===== src/hdl/srr_pkg.sv =====
package srr_pkg;

   localparam int DEPTH    = 64;
   localparam int SLOT_W   = $clog2(DEPTH);
   localparam int WLEN_W   = SLOT_W + 1;
   localparam int HANDLE_W = 16;
   localparam int SEQ_W    = 16;
   localparam int MOD_W    = 17;
   localparam int GEN_W    = 32;
   localparam int OFS_W    = MOD_W + 2;

   // item queue between front and back
   localparam int QDEPTH = 2;
   localparam int QPTR_W = 1;
   localparam int QCNT_W = 2;

   localparam logic [MOD_W-1:0] MOD_MIN   = MOD_W'(DEPTH + 1);
   localparam logic [MOD_W-1:0] MOD_MAX   = MOD_W'(65536);
   localparam logic [MOD_W-1:0] MOD_RESET = MOD_W'(65536);

   typedef enum logic {
      OP_INSERT  = 1'b0,
      OP_DEQUEUE = 1'b1
   } op_type;

   typedef enum logic [2:0] {
      ST_OK        = 3'd0,
      ST_DUP       = 3'd1,
      ST_STALE     = 3'd2,
      ST_BEYOND    = 3'd3,
      ST_NOT_READY = 3'd4
   } status_type;

   typedef enum logic {
      BK_IDLE = 1'b0,
      BK_READ = 1'b1
   } back_state_type;

   typedef struct packed {
      op_type              op;
      logic [SEQ_W-1:0]    seq;
      logic [HANDLE_W-1:0] handle;
   } queue_item_type;

   typedef struct packed {
      logic           valid;
      queue_item_type item;
   } queue_out_type;

endpackage


===== src/hdl/sequence_reorder_ring_unit.sv =====
// Reorder window of 64 slots for packets numbered modulo csr_wdata (clamped to
// 65..65536). An insert stores a handle at its offset from the window base and
// reports ok, duplicate, stale or beyond window; a dequeue hands out the head
// handle with its sequence number and wrap generation, or reports head not
// ready. Every word in gives exactly one word out, in order. A two-entry
// queue sits between the input and the execution unit; the execution unit
// finishes an insert or a failed dequeue in its idle state; a successful
// dequeue adds a read state for the registered read of the slot handle
// RAM. Results wait in an output register while new words are taken.
// Write the modulus only while the block is idle.
module sequence_reorder_ring_unit
   import srr_pkg::*;
(
   input  logic        clock,
   input  logic        reset,
   // req_tdata: seq_number[15:0], packet_handle[31:16]
   input  logic        req_tvalid,
   output logic        req_tready,
   input  logic [31:0] req_tdata,
   // req_tuser: req_type[0]
   input  logic [0:0]  req_tuser,
   // rsp_tdata: out_handle[15:0], out_seq[31:16], out_generation[63:32]
   output logic        rsp_tvalid,
   input  logic        rsp_tready,
   output logic [63:0] rsp_tdata,
   // rsp_tuser: status[2:0]
   output logic [2:0]  rsp_tuser,
   input  logic        csr_valid,
   output logic        csr_ready,
   input  logic [16:0] csr_wdata
);

   queue_out_type q_out;
   logic          q_pop;

   srr_front u_front (
      .clock      (clock),
      .reset      (reset),
      .req_tvalid (req_tvalid),
      .req_tready (req_tready),
      .req_tdata  (req_tdata),
      .req_tuser  (req_tuser),
      .q_out      (q_out),
      .q_pop      (q_pop)
   );

   srr_back u_back (
      .clock      (clock),
      .reset      (reset),
      .csr_valid  (csr_valid),
      .csr_ready  (csr_ready),
      .csr_wdata  (csr_wdata),
      .q_out      (q_out),
      .q_pop      (q_pop),
      .rsp_tvalid (rsp_tvalid),
      .rsp_tready (rsp_tready),
      .rsp_tdata  (rsp_tdata),
      .rsp_tuser  (rsp_tuser)
   );

endmodule


===== src/hdl/srr_ram.sv =====
module srr_ram #(
   parameter int WIDTH = 16,
   parameter int DEPTH = 64
) (
   input  logic                     clock,
   input  logic                     we,
   input  logic [$clog2(DEPTH)-1:0] waddr,
   input  logic [WIDTH-1:0]         wdata,
   input  logic [$clog2(DEPTH)-1:0] raddr,
   output logic [WIDTH-1:0]         rdata
);

   logic [WIDTH-1:0] mem_ff [DEPTH];
   logic [WIDTH-1:0] rdata_ff;

   always_ff @(posedge clock) begin
      if (we) begin
         mem_ff[waddr] <= wdata;
      end
      rdata_ff <= mem_ff[raddr];
   end

   assign rdata = rdata_ff;

endmodule


===== src/hdl/srr_front.sv =====
module srr_front
   import srr_pkg::*;
(
   input  logic          clock,
   input  logic          reset,
   input  logic          req_tvalid,
   output logic          req_tready,
   input  logic [31:0]   req_tdata,
   input  logic [0:0]    req_tuser,
   output queue_out_type q_out,
   input  logic          q_pop
);

   queue_item_type    entry_ff [QDEPTH];
   logic [QPTR_W-1:0] wr_ptr_ff, wr_ptr_in;
   logic [QPTR_W-1:0] rd_ptr_ff, rd_ptr_in;
   logic [QCNT_W-1:0] count_ff, count_in;
   queue_item_type    new_item;
   logic              push;
   logic              pop;

   always_comb begin
      new_item.op     = op_type'(req_tuser[0]);
      new_item.seq    = req_tdata[SEQ_W-1:0];
      new_item.handle = req_tdata[SEQ_W +: HANDLE_W];
   end

   assign req_tready = (count_ff != QCNT_W'(QDEPTH));
   assign push       = req_tvalid && req_tready;
   assign pop        = q_pop && (count_ff != '0);

   always_comb begin
      wr_ptr_in = push ? wr_ptr_ff + 1'b1 : wr_ptr_ff;
      rd_ptr_in = pop ? rd_ptr_ff + 1'b1 : rd_ptr_ff;
      count_in  = count_ff;
      if (push && !pop) begin
         count_in = count_ff + 1'b1;
      end else if (pop && !push) begin
         count_in = count_ff - 1'b1;
      end
   end

   always_ff @(posedge clock) begin
      if (reset) begin
         wr_ptr_ff <= '0;
         rd_ptr_ff <= '0;
         count_ff  <= '0;
      end else begin
         wr_ptr_ff <= wr_ptr_in;
         rd_ptr_ff <= rd_ptr_in;
         count_ff  <= count_in;
      end
   end

   always_ff @(posedge clock) begin
      if (push) begin
         entry_ff[wr_ptr_ff] <= new_item;
      end
   end

   assign q_out.valid = (count_ff != '0);
   assign q_out.item  = entry_ff[rd_ptr_ff];

endmodule


===== src/hdl/srr_back.sv =====
module srr_back
   import srr_pkg::*;
(
   input  logic             clock,
   input  logic             reset,
   input  logic             csr_valid,
   output logic             csr_ready,
   input  logic [MOD_W-1:0] csr_wdata,
   input  queue_out_type    q_out,
   output logic             q_pop,
   output logic             rsp_tvalid,
   input  logic             rsp_tready,
   output logic [63:0]      rsp_tdata,
   output logic [2:0]       rsp_tuser
);

   logic [MOD_W-1:0]    modulus_ff;
   logic [DEPTH-1:0]    valid_ff, valid_in;
   logic [SLOT_W-1:0]   head_ff, head_in;
   logic [WLEN_W-1:0]   wlen_ff, wlen_in;
   logic [SEQ_W-1:0]    base_ff, base_in;
   logic [GEN_W-1:0]    gen_ff, gen_in;
   back_state_type      state_ff, state_in;

   logic                rsp_valid_ff, rsp_valid_in;
   status_type          rsp_status_ff, rsp_status_in;
   logic [HANDLE_W-1:0] rsp_handle_ff, rsp_handle_in;
   logic [SEQ_W-1:0]    rsp_seq_ff, rsp_seq_in;
   logic [GEN_W-1:0]    rsp_gen_ff, rsp_gen_in;

   logic [MOD_W-1:0]    eff_mod;
   logic                seq_over;
   logic                wrap_zone;
   logic [OFS_W-1:0]    offset;
   logic                stale;
   logic                ofs_beyond;
   logic [SLOT_W-1:0]   slot_idx;
   logic                dup;
   status_type          ins_status;
   logic                deq_ok;
   logic [MOD_W-1:0]    base_inc;
   logic                base_wrap;
   logic                out_free;
   logic                is_insert;
   logic                ram_we;
   logic [HANDLE_W-1:0] ram_rdata;

   assign csr_ready = 1'b1;

   always_ff @(posedge clock) begin
      if (reset) begin
         modulus_ff <= MOD_RESET;
      end else if (csr_valid) begin
         modulus_ff <= csr_wdata;
      end
   end

   always_comb begin
      eff_mod = modulus_ff;
      if (modulus_ff < MOD_MIN) begin
         eff_mod = MOD_MIN;
      end else if (modulus_ff > MOD_MAX) begin
         eff_mod = MOD_MAX;
      end
   end

   // classify an insert against the window
   always_comb begin
      seq_over   = ({1'b0, q_out.item.seq} >= eff_mod);
      wrap_zone  = ({1'b0, base_ff} > (eff_mod - MOD_W'(DEPTH)))
                   && (q_out.item.seq < SEQ_W'(DEPTH));
      offset     = OFS_W'(q_out.item.seq)
                   + (wrap_zone ? OFS_W'(eff_mod) : OFS_W'(0))
                   - OFS_W'(base_ff);
      stale      = offset[OFS_W-1];
      ofs_beyond = (offset[OFS_W-2:0] >= (OFS_W-1)'(DEPTH));
      slot_idx   = head_ff + offset[SLOT_W-1:0];
      dup        = valid_ff[slot_idx];
      if (seq_over) begin
         ins_status = ST_BEYOND;
      end else if (stale) begin
         ins_status = ST_STALE;
      end else if (ofs_beyond) begin
         ins_status = ST_BEYOND;
      end else if (dup) begin
         ins_status = ST_DUP;
      end else begin
         ins_status = ST_OK;
      end
   end

   assign deq_ok    = (wlen_ff != '0) && valid_ff[head_ff];
   assign base_inc  = {1'b0, base_ff} + 1'b1;
   assign base_wrap = (base_inc >= eff_mod);
   assign is_insert = (q_out.item.op == OP_INSERT);
   assign out_free  = !rsp_valid_ff || rsp_tready;

   // next state
   always_comb begin
      case (state_ff)
         BK_IDLE: begin
            if (q_pop && !is_insert && deq_ok) begin
               state_in = BK_READ;
            end else begin
               state_in = BK_IDLE;
            end
         end
         BK_READ: state_in = BK_IDLE;
         default: state_in = BK_IDLE;
      endcase
   end

   // outputs and datapath
   always_comb begin
      q_pop         = 1'b0;
      ram_we        = 1'b0;
      valid_in      = valid_ff;
      head_in       = head_ff;
      wlen_in       = wlen_ff;
      base_in       = base_ff;
      gen_in        = gen_ff;
      rsp_valid_in  = rsp_valid_ff && !rsp_tready;
      rsp_status_in = rsp_status_ff;
      rsp_handle_in = rsp_handle_ff;
      rsp_seq_in    = rsp_seq_ff;
      rsp_gen_in    = rsp_gen_ff;
      case (state_ff)
         BK_IDLE: begin
            q_pop = q_out.valid && out_free;
            if (q_pop) begin
               rsp_handle_in = '0;
               rsp_seq_in    = '0;
               rsp_gen_in    = '0;
               if (is_insert) begin
                  rsp_valid_in  = 1'b1;
                  rsp_status_in = ins_status;
                  if (ins_status == ST_OK) begin
                     ram_we             = 1'b1;
                     valid_in[slot_idx] = 1'b1;
                     if ({1'b0, wlen_ff} < offset[WLEN_W:0] + 1'b1) begin
                        wlen_in = WLEN_W'(offset[WLEN_W-1:0] + 1'b1);
                     end
                  end
               end else if (deq_ok) begin
                  // handle comes out of the RAM next cycle
                  rsp_valid_in      = 1'b0;
                  rsp_status_in     = ST_OK;
                  rsp_seq_in        = base_ff;
                  valid_in[head_ff] = 1'b0;
                  head_in           = head_ff + 1'b1;
                  wlen_in           = wlen_ff - 1'b1;
                  if (base_wrap) begin
                     base_in    = '0;
                     gen_in     = gen_ff + 1'b1;
                     rsp_gen_in = gen_ff + 1'b1;
                  end else begin
                     base_in    = base_inc[SEQ_W-1:0];
                     rsp_gen_in = gen_ff;
                  end
               end else begin
                  rsp_valid_in  = 1'b1;
                  rsp_status_in = ST_NOT_READY;
               end
            end
         end
         BK_READ: begin
            rsp_valid_in  = 1'b1;
            rsp_handle_in = ram_rdata;
         end
         default: begin
            q_pop = 1'b0;
         end
      endcase
   end

   always_ff @(posedge clock) begin
      if (reset) begin
         valid_ff     <= '0;
         head_ff      <= '0;
         wlen_ff      <= '0;
         base_ff      <= '0;
         gen_ff       <= '0;
         state_ff     <= BK_IDLE;
         rsp_valid_ff <= 1'b0;
      end else begin
         valid_ff     <= valid_in;
         head_ff      <= head_in;
         wlen_ff      <= wlen_in;
         base_ff      <= base_in;
         gen_ff       <= gen_in;
         state_ff     <= state_in;
         rsp_valid_ff <= rsp_valid_in;
      end
   end

   always_ff @(posedge clock) begin
      rsp_status_ff <= rsp_status_in;
      rsp_handle_ff <= rsp_handle_in;
      rsp_seq_ff    <= rsp_seq_in;
      rsp_gen_ff    <= rsp_gen_in;
   end

   srr_ram #(
      .WIDTH (HANDLE_W),
      .DEPTH (DEPTH)
   ) u_slot_ram (
      .clock (clock),
      .we    (ram_we),
      .waddr (slot_idx),
      .wdata (q_out.item.handle),
      .raddr (head_ff),
      .rdata (ram_rdata)
   );

   assign rsp_tvalid = rsp_valid_ff;
   assign rsp_tuser  = rsp_status_ff;
   assign rsp_tdata  = {rsp_gen_ff, rsp_seq_ff, rsp_handle_ff};

endmodule

===== config.mk =====
export PLATFORM = sky130hd
export DESIGN_NAME = sequence_reorder_ring_unit
export DESIGN_NICKNAME = d
export VERILOG_FILES = /design/src/hdl/srr_pkg.sv /design/src/hdl/sequence_reorder_ring_unit.sv /design/src/hdl/srr_ram.sv /design/src/hdl/srr_front.sv /design/src/hdl/srr_back.sv
export SDC_FILE = /design/constraint.sdc
export NUM_CORES = 2
export LEC_CHECK = 0
export BUFFER_PORTS_ARGS = -buffer_cell sky130_fd_sc_hd__clkbuf_2
export CORE_AREA = 2 2 331 333
export DETAILED_ROUTE_END_ITERATION = 12
export DIE_AREA = 0 0 333 335
export PLACE_DENSITY = 0.66
export SETUP_SLACK_MARGIN = 0.02
export SLEW_MARGIN = 20
export SYNTH_ARGS = -nofsm -noshare
export SYNTH_HDL_FRONTEND = slang
export SYNTH_SLANG_ARGS = --single-unit

===== constraint.sdc =====
create_clock -name clock -period 20.9 [get_ports clock]
set_input_delay 3.135 -clock clock [delete_from_list [all_inputs] [get_ports clock]]
set_output_delay 3.135 -clock clock [all_outputs]
set_load 0.01 [all_outputs]

==> results.sh <==
export IMPL_outcome="finished, final reports clean"
export IMPL_hold_viol_final=0
export IMPL_timing_clock_skew_ns=0.0506
export IMPL_fin_cells=5332
export IMPL_syn_area_cell_um2=14.5
export IMPL_initial_core_util_pct=49.7
export IMPL_synthesis_instances=3709
export IMPL_maximum_buffer_depth_of_the_clock_tree=3
export IMPL_grt_pass1_vias=32700
export IMPL_synth_edff_count=1157
export IMPL_ctsHtreeMaxLevel=4
export IMPL_timing_worst_slew_pin_value_ns=1.13
export IMPL_post_cts_repair_setup_buffers=0
export IMPL_areaGrowthSynthToFinish_pct=12.4
export IMPL_cts_tree="done"
export IMPL_setup_viol=0
export IMPL_timing_setup_tns_ns=0
export IMPL_power_per_cell_area_nw_per_um2=111
export IMPL_floorplan_rows=121
export IMPL_post_synth_instance_area_um2=53700
export IMPL_synth_yosys_seq_area_share_pct=70.9
export IMPL_io_pins=125
export IMPL_synth_nets=3869
export IMPL_met3_wirelength_um=15000
export IMPL_root_buffer="clkbuf_16"
export IMPL_globalRouteOverflowTotal=0
export IMPL_cts_inserted_buffers=135
export IMPL_num_vias=34200
export IMPL_layout_cell_share_with_drive_strength_beyond_1_pct=12.1
export IMPL_synth_async_reset_ratio_pct=0
export IMPL_final_period_demand_of_the_worst_path_ns=11.50
export IMPL_most_common_cell_after_layout_fill_and_taps_aside="edfxtp_1"
export IMPL_layout_cells_most_common_list="edfxtp_1, a22oi_1, nor2_1"
export IMPL_cts_sink_cnt=1322
export IMPL_met2_wirelength_um=71000
export IMPL_grt_start_max_net_pins=95
export IMPL_number_of_remaining_drc_errors=0
export IMPL_routed_via_density=6.42
export IMPL_gpl_final_weighted_congestion=0.958
export IMPL_detail_route_wirelength_um=154000
export IMPL_slew_viol_final=0
export IMPL_wl_per_cell_um=28.8
export IMPL_first_pass_iters=6
export IMPL_gr_usage_all_layers_pct=27.3
export IMPL_detailedPlacementHpwl_um=94500
export IMPL_highest_layer="met4"
export IMPL_rsz0062_at_grt="false"
export IMPL_clk_transition_reported_paths_ns=0.06
export IMPL_critical_path_slowest_cell="nor2_2"
export IMPL_finish_net_count=3972
export IMPL_netlist_cell_type_count=80
export IMPL_place_port_buffers=123
export IMPL_chipHeight_um=335
export IMPL_fillerInstances=8560
export IMPL_hold_path_class="flop to flop"
export IMPL_holdBufCountCts=0
export IMPL_drt_iter0_drc=4495
export IMPL_utilization_pct=55.8
export IMPL_m1WireLength_um=62000
export IMPL_drtAntennaViolNets=0
export IMPL_ys_flop_type="edfxtp_1"
export IMPL_drv_cap=0
export IMPL_critical_path_class="flop to flop"
export IMPL_number_of_resized_instances_in_the_post_cts_repair_step=0
export IMPL_cp_data_arrival_time_ns=11.88
export IMPL_timing_max_slew_rel_slack_pct=24.2
export IMPL_worst_ep_required_time_ns=21.28
export IMPL_critPathCaptureType="flop"
export IMPL_period_share_pct=55.0
export IMPL_worst_skew_pair_late_latency_ns=0.78
export IMPL_grt_pass1_wl_um=225000
export IMPL_path_max_fanout=35
export IMPL_core_area_um2=108000
export IMPL_peakVddDrop_mv=0.0845
export IMPL_floorplan_die_area_um2=112000
export IMPL_leakagePower_uw=0.0196
export IMPL_grt_antenna_before_repair=2
export IMPL_max_freq_mhz=87.0
export IMPL_worst_stage_delay_on_the_critical_path_ns=0.86
export IMPL_die_x_um=333
export IMPL_dp_cells=5089
export IMPL_crit_path_start_kind="flop"
export IMPL_yosysWarningCount=0
export IMPL_cp_common_cell="fa_1"
export IMPL_yosys_register_bits=1322
==> cell type report <==
cell class	instances	area, um^2	area share, %
flip-flops and latches	1322	38000	63.1
repair buffers	196	1220	2.02
clock inverters	64	728	1.21
multi-input cells	2047	14500	24.1
diodes	1	2.50	0.00415
clock buffers	178	3630	6.02
inverters	110	413	0.684
well taps	1414	1770	2.93
==> cell families after synthesis <==
logic type	count (synthesis)	share of synthesized area, %
mux	95	1.99
flops	1322	70.9
simple gates	731	6.78
xor+xnor	102	1.66
fa+ha+maj	105	2.68
compound gates	1013	13.6
other cells	1	0.00698
buf+inv	340	2.43
==> per-stage QoR <==
step	hold slack [ns]	setup slack, ns	area [um^2]	total power (uW)
2_1_floorplan	0.440	11.05	53700	3920
3_3_place_gp	0.484	9.71	56000	4370
3_5_place_dp	0.475	9.58	56000	4380
4_1_cts	0.484	9.58	60300	6710
5_1_grt	0.519	8.82	60300	6920
6_report	0.491	9.40	60300	6700
==> critical path: cells and delay by family, from the launching register on <==
| family | cells | cell delay, ns |
|---|---|---|
| fa+ha+maj | 4 | 1.98 |
| flops | 1 | 0.35 |
| compound gates | 11 | 3.18 |
| mux | 1 | 0.39 |
| buf+inv | 4 | 0.72 |
| simple gates | 11 | 4.48 |
==> metal layers <==
| metal | track usage, % | vias to the layer above |
|---|---|---|
| li1 | - | 14900 |
| met1 | 38.2 | 17100 |
| met2 | 42.5 | 1889 |
| met3 | 5.37 | 292 |
| met4 | 10.3 | 0 |
| met5 | 0 | - |
==> Yosys cell counts, types with 32 or more instances <==
library cell	n	share of area, %
a221oi_1	87	1.4
a21oi_1	134	1.2
mux2_2	34	0.71
xnor2_1	54	0.88
nand3_1	95	0.89
ha_1	88	2.1
nand4_1	41	0.48
and3_1	32	0.37
inv_1	108	0.75
clkbuf_1	197	1.4
nand2_1	123	0.86
dfxtp_1	165	6.2
nor2_1	229	1.6
a22o_1	81	1.3
nor3_1	32	0.30
edfxtp_1	1157	65
a41oi_1	32	0.52
a31oi_1	76	0.89
o21ai_0	91	0.85
a22oi_1	358	5.0
and2_1	33	0.38
xor2_1	48	0.78
mux2i_1	55	1.0
==> flip-flops by register name, summed over array words and instances (netlist names), 3 cells and up, named ones only <==
register,cells
u_back.head_ff,6
u_back.modulus_ff,17
u_back.rsp_gen_ff,32
u_front.entry_ff,66
u_back.u_slot_ram.rdata,16
u_back.base_ff,16
u_back.gen_ff,32
u_back.rsp_handle_ff,16
u_back.wlen_ff,7
u_back.u_slot_ram.mem_ff,1024
u_back.rsp_tuser,3
u_back.rsp_seq_ff,16
u_back.valid_ff,64
==> power by group <==
group	internal [uW]	switching, uW	total, uW
clock network	1340	1020	2360
registers	3150	26.7	3180
logic	299	857	1160
total	4790	1910	6700
==> worst paths after layout <==
path / from / to / slack, ns / cells past startpoint
worst min-delay path: u_back.valid_ff[52] / u_back.valid_ff[52] / 0.49 / 2
worst min register to register: u_back.valid_ff[52] / u_back.valid_ff[52] / 0.49 / 2
worst max register to register: u_back.modulus_ff[10] / u_back.u_slot_ram.mem_ff[10][7] / 9.40 / 31
worst max-delay path: u_back.modulus_ff[10] / u_back.u_slot_ram.mem_ff[10][7] / 9.40 / 31
Power figures use the tool's default switching activity.
